--- src/rtl/core/btbd_pkg.sv ---
// ----------------------------------------------------------------------------
// BCn block decoder package
// Shared widths, payload types and code points for the texture block decoder.
// ----------------------------------------------------------------------------
package btbd_pkg;

   localparam int HALF_W             = 64;
   localparam int BLOCK_W            = 10;
   localparam int PIXEL_W            = 12;
   localparam int SIDE_W             = 13;
   localparam int CHAN_W             = 8;
   localparam int MAX_IMAGE_SIDE_DEF = 4096;

   typedef logic [CHAN_W-1:0]  chan_type;
   typedef logic [PIXEL_W-1:0] pixel_type;
   typedef logic [SIDE_W-1:0]  side_type;
   typedef logic [BLOCK_W-1:0] block_type;
   typedef logic [HALF_W-1:0]  half_type;
   typedef logic [1:0]         fmt_type;
   typedef logic [1:0]         csr_index_type;
   typedef logic [SIDE_W-1:0]  csr_data_type;

   // Block format codes.
   localparam fmt_type FMT_BC1  = 2'd0;
   localparam fmt_type FMT_BC2  = 2'd1;
   localparam fmt_type FMT_BC3  = 2'd2;
   localparam fmt_type FMT_NONE = 2'd3;

   // Register indexes of the configuration port.
   localparam csr_index_type CSR_FORMAT = 2'd0;
   localparam csr_index_type CSR_WIDTH  = 2'd1;
   localparam csr_index_type CSR_HEIGHT = 2'd2;

endpackage

--- src/rtl/core/bcn_texture_block_decoder.sv ---
// A block's first texel beat passes stage 1, stage 2, the emitter and the output register.
// Throughput: one texel beat per cycle unless the result port stalls. A block holds the texel
// emitter until its texels inside the image (16 for an interior block) are out, which sets
// the block rate. A block with no visible texels is dropped at the second stage.
// Reset (synchronous, active high) empties every stage and sets format BC1 and full size.
// ----------------------------------------------------------------------------
// BC1/BC2/BC3 texture block decoder
// Decodes one compressed 4x4 block into raster-ordered RGBA texels with
// image coordinates, skipping texels outside the configured image size.
// ----------------------------------------------------------------------------
module bcn_texture_block_decoder #(
   parameter int MAX_IMAGE_SIDE = btbd_pkg::MAX_IMAGE_SIDE_DEF
) (
   input  logic                    clock,
   input  logic                    reset,
   input  logic                    req_valid,
   output logic                    req_ready,
   input  btbd_pkg::half_type      req_color_half,
   input  btbd_pkg::half_type      req_alpha_half,
   input  btbd_pkg::block_type     req_block_col,
   input  btbd_pkg::block_type     req_block_row,
   output logic                    rsp_valid,
   input  logic                    rsp_ready,
   output btbd_pkg::chan_type      rsp_red,
   output btbd_pkg::chan_type      rsp_green,
   output btbd_pkg::chan_type      rsp_blue,
   output btbd_pkg::chan_type      rsp_alpha,
   output btbd_pkg::pixel_type     rsp_pixel_x,
   output btbd_pkg::pixel_type     rsp_pixel_y,
   output logic                    rsp_last_texel,
   input  logic                    csr_valid,
   output logic                    csr_ready,
   input  btbd_pkg::csr_index_type csr_index,
   input  btbd_pkg::csr_data_type  csr_wdata
);
   import btbd_pkg::*;

   // The image size registers are 13 bits wide. When the side limit does not fit, no
   // programmable size can exceed it, so the limit saturates at the register maximum.
   localparam int       SIDE_CAP   = (1 << SIDE_W) - 1;
   localparam side_type SIDE_LIMIT = (MAX_IMAGE_SIDE > SIDE_CAP) ? side_type'(SIDE_CAP)
                                                                 : side_type'(MAX_IMAGE_SIDE);

   // Stage 1 holds the raw block together with a snapshot of the configuration.
   typedef struct packed {
      half_type  color;
      half_type  alpha;
      block_type col;
      block_type row;
      fmt_type   fmt;
      side_type  w;
      side_type  h;
   } s1_type;

   // Stage 2 holds expanded endpoints and the weighted sums that still need dividing,
   // plus the visible rectangle of the block.
   typedef struct packed {
      chan_type [1:0][2:0] ep;
      logic [2:0][9:0]     sum21;
      logic [2:0][9:0]     sum12;
      logic [2:0][8:0]     sum11;
      logic                four_color;
      chan_type            a0;
      chan_type            a1;
      logic                a_gt;
      logic [5:0][10:0]    as7;
      logic [3:0][10:0]    as5;
      logic [31:0]         cidx;
      half_type            ahalf;
      block_type           col;
      block_type           row;
      fmt_type             fmt;
      logic [1:0]          last_col;
      logic [1:0]          last_row;
      logic                empty;
   } s2_type;

   // The emitter holds the finished palettes and walks the visible texels.
   typedef struct packed {
      chan_type [3:0][2:0] pal_rgb;
      chan_type [3:0]      pal_a;
      chan_type [7:0]      av;
      logic [31:0]         cidx;
      half_type            ahalf;
      block_type           col;
      block_type           row;
      fmt_type             fmt;
      logic [1:0]          last_col;
      logic [1:0]          last_row;
   } em_type;

   typedef struct packed {
      chan_type  r;
      chan_type  g;
      chan_type  b;
      chan_type  a;
      pixel_type x;
      pixel_type y;
      logic      last;
   } out_type;

   // Truncating divides by constants through a scaled reciprocal. The scale factors
   // keep the error below the smallest fractional gap over each input range.
   function automatic chan_type div3(input logic [9:0] v);
      logic [19:0] p;
      p = 20'(v) * 20'd683;
      return p[18:11];
   endfunction

   function automatic chan_type div5(input logic [10:0] v);
      logic [22:0] p;
      p = 23'(v) * 23'd3277;
      return p[21:14];
   endfunction

   function automatic chan_type div7(input logic [10:0] v);
      logic [22:0] p;
      p = 23'(v) * 23'd2341;
      return p[21:14];
   endfunction

   // Configuration registers.
   fmt_type  fmt_ff, fmt_in;
   side_type width_ff, width_in;
   side_type height_ff, height_in;

   // Pipeline registers with their valid bits.
   logic       s1_valid_ff, s1_valid_in;
   s1_type     s1_ff, s1_in;
   logic       s2_valid_ff, s2_valid_in;
   s2_type     s2_ff, s2_in;
   logic       em_valid_ff, em_valid_in;
   em_type     em_ff, em_in;
   logic [1:0] em_col_ff, em_col_in;
   logic [1:0] em_row_ff, em_row_in;
   logic       out_valid_ff, out_valid_in;
   out_type    out_ff, out_in;

   // Flow control.
   logic req_fire, s1_go, s2_ready, s2_go, em_load, em_free, em_fire, out_free, at_last;

   // Stage 1 to stage 2 work.
   s2_type     s2_calc;
   logic [15:0] c0, c1;
   logic [12:0] org_x, org_y, rem_x, rem_y;

   // Stage 2 to emitter work.
   em_type em_calc;

   // Texel selection inside the emitter.
   logic [3:0] tsel;
   logic [1:0] ci;
   logic [5:0] apos;
   logic [2:0] ai;
   logic [3:0] nib;
   out_type    texel;

   // ---------------------------------------------------------------------------
   // Handshake chain. Each stage moves when the stage after it can take the
   // block, so a stall at the result port backs up without loss or repetition.
   // The output register drives the result port; the emitter advances in every
   // cycle in which that register is empty or its beat is being taken.
   // ---------------------------------------------------------------------------
   always_comb begin
      at_last   = (em_col_ff == em_ff.last_col) && (em_row_ff == em_ff.last_row);
      out_free  = !out_valid_ff || rsp_ready;
      em_fire   = em_valid_ff && out_free;
      em_free   = !em_valid_ff || (em_fire && at_last);
      // A block with nothing visible never occupies the emitter.
      s2_go     = s2_valid_ff && (s2_ff.empty || em_free);
      em_load   = s2_valid_ff && !s2_ff.empty && em_free;
      s2_ready  = !s2_valid_ff || s2_go;
      s1_go     = s1_valid_ff && s2_ready;
      req_ready = !s1_valid_ff || s2_ready;
      req_fire  = req_valid && req_ready;
   end

   assign csr_ready = 1'b1;

   // ---------------------------------------------------------------------------
   // Configuration writes. Index three has no register and is ignored.
   // ---------------------------------------------------------------------------
   always_comb begin
      fmt_in    = fmt_ff;
      width_in  = width_ff;
      height_in = height_ff;
      if (csr_valid && csr_ready) begin
         case (csr_index)
            CSR_FORMAT: begin
               fmt_in = csr_wdata[1:0];
            end
            CSR_WIDTH: begin
               width_in = csr_wdata;
            end
            CSR_HEIGHT: begin
               height_in = csr_wdata;
            end
            default: begin
            end
         endcase
      end
   end

   // ---------------------------------------------------------------------------
   // Stage 1 capture. The image size is clamped here once per block.
   // ---------------------------------------------------------------------------
   always_comb begin
      s1_valid_in = s1_valid_ff;
      s1_in       = s1_ff;
      if (req_fire) begin
         s1_valid_in = 1'b1;
         s1_in.color = req_color_half;
         s1_in.alpha = req_alpha_half;
         s1_in.col   = req_block_col;
         s1_in.row   = req_block_row;
         s1_in.fmt   = fmt_ff;
         s1_in.w     = (width_ff > SIDE_LIMIT) ? SIDE_LIMIT : width_ff;
         s1_in.h     = (height_ff > SIDE_LIMIT) ? SIDE_LIMIT : height_ff;
      end else if (s1_go) begin
         s1_valid_in = 1'b0;
      end
   end

   // ---------------------------------------------------------------------------
   // Stage 1 to 2: RGB565 expansion by bit replication, the weighted endpoint
   // sums for both palette modes, both sets of alpha sums and the visible part
   // of the block. The block origin is the block index times four, so the
   // bounds test needs no adder on the origin itself.
   // ---------------------------------------------------------------------------
   always_comb begin
      c0 = s1_ff.color[15:0];
      c1 = s1_ff.color[31:16];
      s2_calc = '0;
      s2_calc.ep[0][0] = {c0[15:11], c0[15:13]};
      s2_calc.ep[0][1] = {c0[10:5],  c0[10:9]};
      s2_calc.ep[0][2] = {c0[4:0],   c0[4:2]};
      s2_calc.ep[1][0] = {c1[15:11], c1[15:13]};
      s2_calc.ep[1][1] = {c1[10:5],  c1[10:9]};
      s2_calc.ep[1][2] = {c1[4:0],   c1[4:2]};
      for (int k = 0; k < 3; k++) begin
         s2_calc.sum21[k] = 10'({s2_calc.ep[0][k], 1'b0}) + 10'(s2_calc.ep[1][k]);
         s2_calc.sum12[k] = 10'(s2_calc.ep[0][k]) + 10'({s2_calc.ep[1][k], 1'b0});
         s2_calc.sum11[k] = 9'(s2_calc.ep[0][k]) + 9'(s2_calc.ep[1][k]);
      end
      // Only BC1 has the three-color mode with transparent black.
      s2_calc.four_color = (s1_ff.fmt != FMT_BC1) || (c0 > c1);
      s2_calc.a0   = s1_ff.alpha[7:0];
      s2_calc.a1   = s1_ff.alpha[15:8];
      s2_calc.a_gt = s2_calc.a0 > s2_calc.a1;
      for (int i = 0; i < 6; i++) begin
         s2_calc.as7[i] = 11'((6 - i) * s2_calc.a0) + 11'((1 + i) * s2_calc.a1);
      end
      for (int i = 0; i < 4; i++) begin
         s2_calc.as5[i] = 11'((4 - i) * s2_calc.a0) + 11'((1 + i) * s2_calc.a1);
      end
      s2_calc.cidx  = s1_ff.color[63:32];
      s2_calc.ahalf = s1_ff.alpha;
      s2_calc.col   = s1_ff.col;
      s2_calc.row   = s1_ff.row;
      s2_calc.fmt   = s1_ff.fmt;
      org_x = {1'b0, s1_ff.col, 2'b00};
      org_y = {1'b0, s1_ff.row, 2'b00};
      rem_x = s1_ff.w - org_x;
      rem_y = s1_ff.h - org_y;
      // An unknown format and a block wholly outside the image both emit nothing.
      s2_calc.empty = (s1_ff.fmt == FMT_NONE) || (org_x >= s1_ff.w) || (org_y >= s1_ff.h);
      s2_calc.last_col = (rem_x > 13'd3) ? 2'd3 : (rem_x[1:0] - 2'd1);
      s2_calc.last_row = (rem_y > 13'd3) ? 2'd3 : (rem_y[1:0] - 2'd1);
   end

   always_comb begin
      s2_valid_in = s2_valid_ff;
      s2_in       = s2_ff;
      if (s1_go) begin
         s2_valid_in = 1'b1;
         s2_in       = s2_calc;
      end else if (s2_go) begin
         s2_valid_in = 1'b0;
      end
   end

   // ---------------------------------------------------------------------------
   // Stage 2 to emitter: the divides that finish both palettes.
   // ---------------------------------------------------------------------------
   always_comb begin
      em_calc = '0;
      em_calc.pal_rgb[0] = s2_ff.ep[0];
      em_calc.pal_rgb[1] = s2_ff.ep[1];
      em_calc.pal_a[0]   = 8'hFF;
      em_calc.pal_a[1]   = 8'hFF;
      em_calc.pal_a[2]   = 8'hFF;
      if (s2_ff.four_color) begin
         for (int k = 0; k < 3; k++) begin
            em_calc.pal_rgb[2][k] = div3(s2_ff.sum21[k]);
            em_calc.pal_rgb[3][k] = div3(s2_ff.sum12[k]);
         end
         em_calc.pal_a[3] = 8'hFF;
      end else begin
         for (int k = 0; k < 3; k++) begin
            em_calc.pal_rgb[2][k] = s2_ff.sum11[k][8:1];
            em_calc.pal_rgb[3][k] = 8'h00;
         end
         em_calc.pal_a[3] = 8'h00;
      end
      em_calc.av[0] = s2_ff.a0;
      em_calc.av[1] = s2_ff.a1;
      if (s2_ff.a_gt) begin
         for (int i = 0; i < 6; i++) begin
            em_calc.av[2 + i] = div7(s2_ff.as7[i]);
         end
      end else begin
         for (int i = 0; i < 4; i++) begin
            em_calc.av[2 + i] = div5(s2_ff.as5[i]);
         end
         em_calc.av[6] = 8'h00;
         em_calc.av[7] = 8'hFF;
      end
      em_calc.cidx     = s2_ff.cidx;
      em_calc.ahalf    = s2_ff.ahalf;
      em_calc.col      = s2_ff.col;
      em_calc.row      = s2_ff.row;
      em_calc.fmt      = s2_ff.fmt;
      em_calc.last_col = s2_ff.last_col;
      em_calc.last_row = s2_ff.last_row;
   end

   // ---------------------------------------------------------------------------
   // Texel emitter. It walks only the visible rectangle in raster order, one texel
   // per cycle unless the output stalls, so the final texel it sends is marked last.
   // ---------------------------------------------------------------------------
   always_comb begin
      tsel = {em_row_ff, em_col_ff};
      ci   = em_ff.cidx[{tsel, 1'b0} +: 2];
      nib  = em_ff.ahalf[{tsel, 2'b00} +: 4];
      apos = 6'd16 + 6'(tsel) * 6'd3;
      ai   = em_ff.ahalf[apos +: 3];
      texel.r = em_ff.pal_rgb[ci][0];
      texel.g = em_ff.pal_rgb[ci][1];
      texel.b = em_ff.pal_rgb[ci][2];
      case (em_ff.fmt)
         FMT_BC2: begin
            texel.a = {nib, nib};
         end
         FMT_BC3: begin
            texel.a = em_ff.av[ai];
         end
         default: begin
            texel.a = em_ff.pal_a[ci];
         end
      endcase
      texel.x    = {em_ff.col, em_col_ff};
      texel.y    = {em_ff.row, em_row_ff};
      texel.last = at_last;
   end

   always_comb begin
      em_valid_in = em_valid_ff;
      em_in       = em_ff;
      em_col_in   = em_col_ff;
      em_row_in   = em_row_ff;
      if (em_load) begin
         em_valid_in = 1'b1;
         em_in       = em_calc;
         em_col_in   = 2'd0;
         em_row_in   = 2'd0;
      end else if (em_fire) begin
         if (at_last) begin
            em_valid_in = 1'b0;
         end else if (em_col_ff == em_ff.last_col) begin
            em_col_in = 2'd0;
            em_row_in = em_row_ff + 2'd1;
         end else begin
            em_col_in = em_col_ff + 2'd1;
         end
      end
   end

   // Output register.
   always_comb begin
      out_valid_in = out_valid_ff;
      out_in       = out_ff;
      if (em_fire) begin
         out_valid_in = 1'b1;
         out_in       = texel;
      end else if (rsp_ready) begin
         out_valid_in = 1'b0;
      end
   end

   // Control state resets; payload registers load only under a valid bit.
   always_ff @(posedge clock) begin
      if (reset) begin
         fmt_ff       <= FMT_BC1;
         width_ff     <= SIDE_LIMIT;
         height_ff    <= SIDE_LIMIT;
         s1_valid_ff  <= 1'b0;
         s2_valid_ff  <= 1'b0;
         em_valid_ff  <= 1'b0;
         out_valid_ff <= 1'b0;
      end else begin
         fmt_ff       <= fmt_in;
         width_ff     <= width_in;
         height_ff    <= height_in;
         s1_valid_ff  <= s1_valid_in;
         s2_valid_ff  <= s2_valid_in;
         em_valid_ff  <= em_valid_in;
         out_valid_ff <= out_valid_in;
      end
   end

   always_ff @(posedge clock) begin
      s1_ff     <= s1_in;
      s2_ff     <= s2_in;
      em_ff     <= em_in;
      em_col_ff <= em_col_in;
      em_row_ff <= em_row_in;
      out_ff    <= out_in;
   end

   assign rsp_valid      = out_valid_ff;
   assign rsp_red        = out_ff.r;
   assign rsp_green      = out_ff.g;
   assign rsp_blue       = out_ff.b;
   assign rsp_alpha      = out_ff.a;
   assign rsp_pixel_x    = out_ff.x;
   assign rsp_pixel_y    = out_ff.y;
   assign rsp_last_texel = out_ff.last;

endmodule

--- config.mk ---
export PLATFORM = sky130hd
export DESIGN_NAME = bcn_texture_block_decoder
export DESIGN_NICKNAME = d
export VERILOG_FILES = /design/src/rtl/core/btbd_pkg.sv /design/src/rtl/core/bcn_texture_block_decoder.sv
export SDC_FILE = /design/constraint.sdc
export NUM_CORES = 2
export LEC_CHECK = 0
export ABC_CLOCK_PERIOD_IN_PS = 23800
export BUFFER_PORTS_ARGS = -buffer_cell sky130_fd_sc_hd__buf_2
export CAP_MARGIN = 10
export CORE_AREA = 4 4 406 408
export DETAILED_ROUTE_END_ITERATION = 7
export DIE_AREA = 0 0 410 412
export GPL_TIMING_DRIVEN = 0
export PLACE_DENSITY = 0.55
export SLEW_MARGIN = 10
export SYNTH_ARGS = -nofsm -noshare
export SYNTH_HDL_FRONTEND = slang
export SYNTH_SLANG_ARGS = --single-unit
--- constraint.sdc ---
create_clock -name clock -period 23.8 [get_ports clock]
set_input_delay 4.76 -clock clock [delete_from_list [all_inputs] [get_ports clock]]
set_output_delay 4.76 -clock clock [all_outputs]
set_load 0.1 [all_outputs]
==> summary.md <==
| Metric | Value |
|---|---|
| FMAX | `92.3 MHz` |
| Final global-route overflow total | `0` |
| Nets | `7325` |
| Top cells by area, synth | `edfxtp_1 (38%), ha_1 (23%), fa_1 (12%), inv_1 (5.9%), mux4_2 (2.9%)` |
| Syn_area_per_cell | `12.3 um^2` |
| Core area | `162000 um^2` |
| CTS buffer count | `95` |
| DRC errors left | `0` |
| Synth Net Count | `6964` |
| Routed len/inst | `18.9 um` |
| Peak VDD IR | `0.0000802 V` |
| Outcome | `finished, final reports clean` |
| Synthesized flop and latch total | `851` |
| Max Fanout on Critical Path | `4` |
| Setup bufs post-CTS | `0` |
| Synthesis Warnings | `0` |
| CTS Sinks | `851` |
| Max-cap violations | `0` |
| Share of synthesized flip-flops with an asynchronous set or reset | `0%` |
| Crit path from | `rsp_ready` |
| Vias in the first global route | `40605` |
| Worst-path clk slew | `0.07 ns` |
| Area grow syn2layout | `12.5%` |
| Crit path kind | `in -> out` |
| RR Startpoint | `em_calc[130]` |
| Number of routed nets with antenna violations | `0` |
| Critical Path End Type | `output pin` |
| Antenna violations before repair | `19` |
| Hold slack | `0.397 ns` |
| Initial Util | `39.7%` |
| Gate Count Post-Synth | `5240` |
| Leakage power | `32.8 nW` |
| Most used flip-flop cell after synthesis | `edfxtp_1` |
| Fin util | `44.7%` |
| Setup Skew | `0.0566 ns` |
| DR vias | `38881` |
| Max Slew Vio Count | `0` |
| Yosys cell types | `78` |
| Core Rows | `148` |
| Max clock buf depth | `3` |
| Hold path start | `em_calc[73]` |
| Die area | `169000 um^2` |
| Number of synthesized flops with an enable pin | `815` |
| Pwr Density | `114 nW/um^2` |
| Placer Congestion | `0.868` |
| Cell accounting for the most synthesized area | `edfxtp_1` |
| H-tree Lvls | `3` |
| Clock root cell | `clkbuf_16` |
| Critical path required time | `19.04 ns` |
| Post-cts gate resize count | `0` |
| Io pins | `228` |
| DP Wirelength | `119000 um` |
| Crit path DAT | `6.07 ns` |
| Min Tclk post-route | `10.83 ns` |
| Hold depth | `0` |
| 1st-iter DRT viols | `1962` |
| Drt total wl | `149000 um` |
| Layout cells sized above 1 | `10.2%` |
| Fillers | `14824` |
| TritonRoute pass-1 iters | `5` |
| Unrepaired setup endpoints after global routing | `no` |
| Sequential-to-total area share from yosys stat | `39.2%` |
| Vias per cell | `4.95` |
| TritonCTS clock tree | `yes` |
| First-pass GRT wire length | `233000 um` |
| Slew HR | `15.0%` |
| Hold WC Path Type | `reg -> reg` |
| Actual slew at the worst max-slew pin | `1.27 ns` |
| Post-synthesis cell area | `64200 um^2` |
| Final setup fails | `0` |
| Port Buf Inserts | `226` |
| Hold buffers post-CTS | `0` |
| Largest net degree at the start of global routing | `46` |
| Crit path launch type | `primary input` |
| Die width | `410 um` |
| Fin. Hold Viols | `0` |
| All-layer global routing usage | `17.8%` |
| Reg2reg path depth | `15` |
| Synth top area share | `38.1%` |
| Period utilization | `45.5%` |
| Clock Latency Late Sink | `0.74 ns` |
| Reg2reg setup slack | `17.31 ns` |
| Chip height | `412 um` |
[worst max-delay path, stage by stage]
cell and delay [ns]:
buf_2 0.09, nand2b_1 0.16, nand2_1 0.13, nand2_1 0.09
nor2_1 0.40, nand2_1 0.13, buf_2 0.31
[cells by family (layout without fill, tap and decap cells)]
family                   after synthesis  after routing  synth area share, %
other                                  1              5              0.00584
flip-flops                           851            851                 39.2
adder cells (fa/ha/maj)             1556           1556                 34.7
AO/OA/AOI/OAI                        672            672                 6.60
AND/OR/NAND/NOR                      620            620                 4.70
XOR/XNOR                             285            285                 3.89
buffers and inverters               1078           1517                 6.43
multiplexers                         177            177                 4.46
[cell usage after synthesis (all sizes together) (13+ instances only)]
cell type / number
o21bai: 68
buf: 27
inv: 1013
edfxtp: 815
o21ai: 126
nor2: 167
dfxtp: 36
nand2: 146
nor3: 54
xor2: 83
clkbuf: 37
a211o: 16
mux2: 36
xnor2: 202
o21a: 19
and2: 14
nand3: 53
ha: 1180
and3: 13
a21o: 50
nor2b: 71
or3: 19
nand2b: 24
nand4: 19
a21boi: 25
a21oi: 242
a31oi: 16
mux4: 82
fa: 376
mux2i: 59
[metrics by stage]
| step | TNS (ns) | instance area, um^2 | worst slack, ns | instances | power (mW) |
|---|---|---|---|---|---|
| after floorplan | 0 | 64200 | 3.00 | 5240 | 5.49 |
| final | 0 | 72200 | 12.97 | 7858 | 8.20 |
| after detailed placement | 0 | 69000 | 12.97 | 7679 | 6.74 |
| after CTS | 0 | 72200 | 12.97 | 7854 | 8.33 |
| after global placement | -2352.33 | 68100 | -6.22 | 7641 | 6.71 |
| after global routing | 0 | 72200 | 12.83 | 7854 | 9.03 |
[routing by layer]
metal | GRT usage (%) | wire length (um)
met1 | 23.6 | 66600
met4 | 4.53 | 3910
met5 | 0 | 0
met3 | 2.27 | 5560
met2 | 31.0 | 72800
[power by group]
part           switching, mW  total (mW)  internal [mW]
registers              0.103        1.97           1.86
logic                   2.68        4.72           2.04
clock network          0.650        1.52          0.865
[sequential cells by signal, summed over array words and instances (netlist names), 2 cells and up]
register / cells
width_ff: 13
org_y: 10
rsp_red: 8
rsp_pixel_x: 12
rsp_blue: 8
height_ff: 13
s2_ff: 177
c1: 16
em_col_ff: 2
fmt_ff: 2
org_x: 10
em_row_ff: 2
rsp_green: 8
c0: 16
rsp_pixel_y: 12
em_calc: 154
s1_ff: 124
rsp_alpha: 8
em_ff: 251
[layout by cell type, fill, tap and decap left out, types with 19 or more instances in the layout]
master / Yosys / layout
ha_1: 1180 / 1180
edfxtp_1: 815 / 815
a21oi_1: 242 / 240
nand2_1: 146 / 146
clkbuf_16: 0 / 95
fa_1: 376 / 376
dfxtp_1: 36 / 36
mux2i_1: 59 / 59
nand2b_1: 24 / 24
nor3_1: 54 / 54
buf_2: 11 / 237
xnor2_1: 202 / 202
a21o_1: 50 / 50
nor2b_1: 71 / 70
or3_1: 19 / 19
o21a_1: 19 / 19
nand4_1: 19 / 19
o21bai_1: 68 / 68
mux4_2: 82 / 82
nand3_1: 53 / 53
buf_12: 0 / 20
o21ai_1: 25 / 25
nor2_1: 167 / 167
xor2_1: 83 / 83
inv_1: 1011 / 1011
mux2_2: 29 / 29
o21ai_0: 101 / 101
clkbuf_1: 37 / 52
[final cells by class]
type | count | area, um^2 | area share, %
multi-input cells | 3311 | 34900 | 48.4
plain buffers | 64 | 325 | 0.450
clock inverters | 65 | 788 | 1.09
clock buffers | 110 | 2430 | 3.37
flip-flops and latches | 851 | 25200 | 34.9
repair buffers | 264 | 2010 | 2.79
well taps | 2175 | 2720 | 3.77
inverters | 1014 | 3810 | 5.27
diodes | 4 | 10.0 | 0.0139
[worst paths after layout]
path / endpoint
setup reg to reg: em_ff[144]
hold reg to reg: em_ff[73]
hold / removal: em_ff[73]
setup / recovery: req_ready
Power figures use the tool's default switching activity.
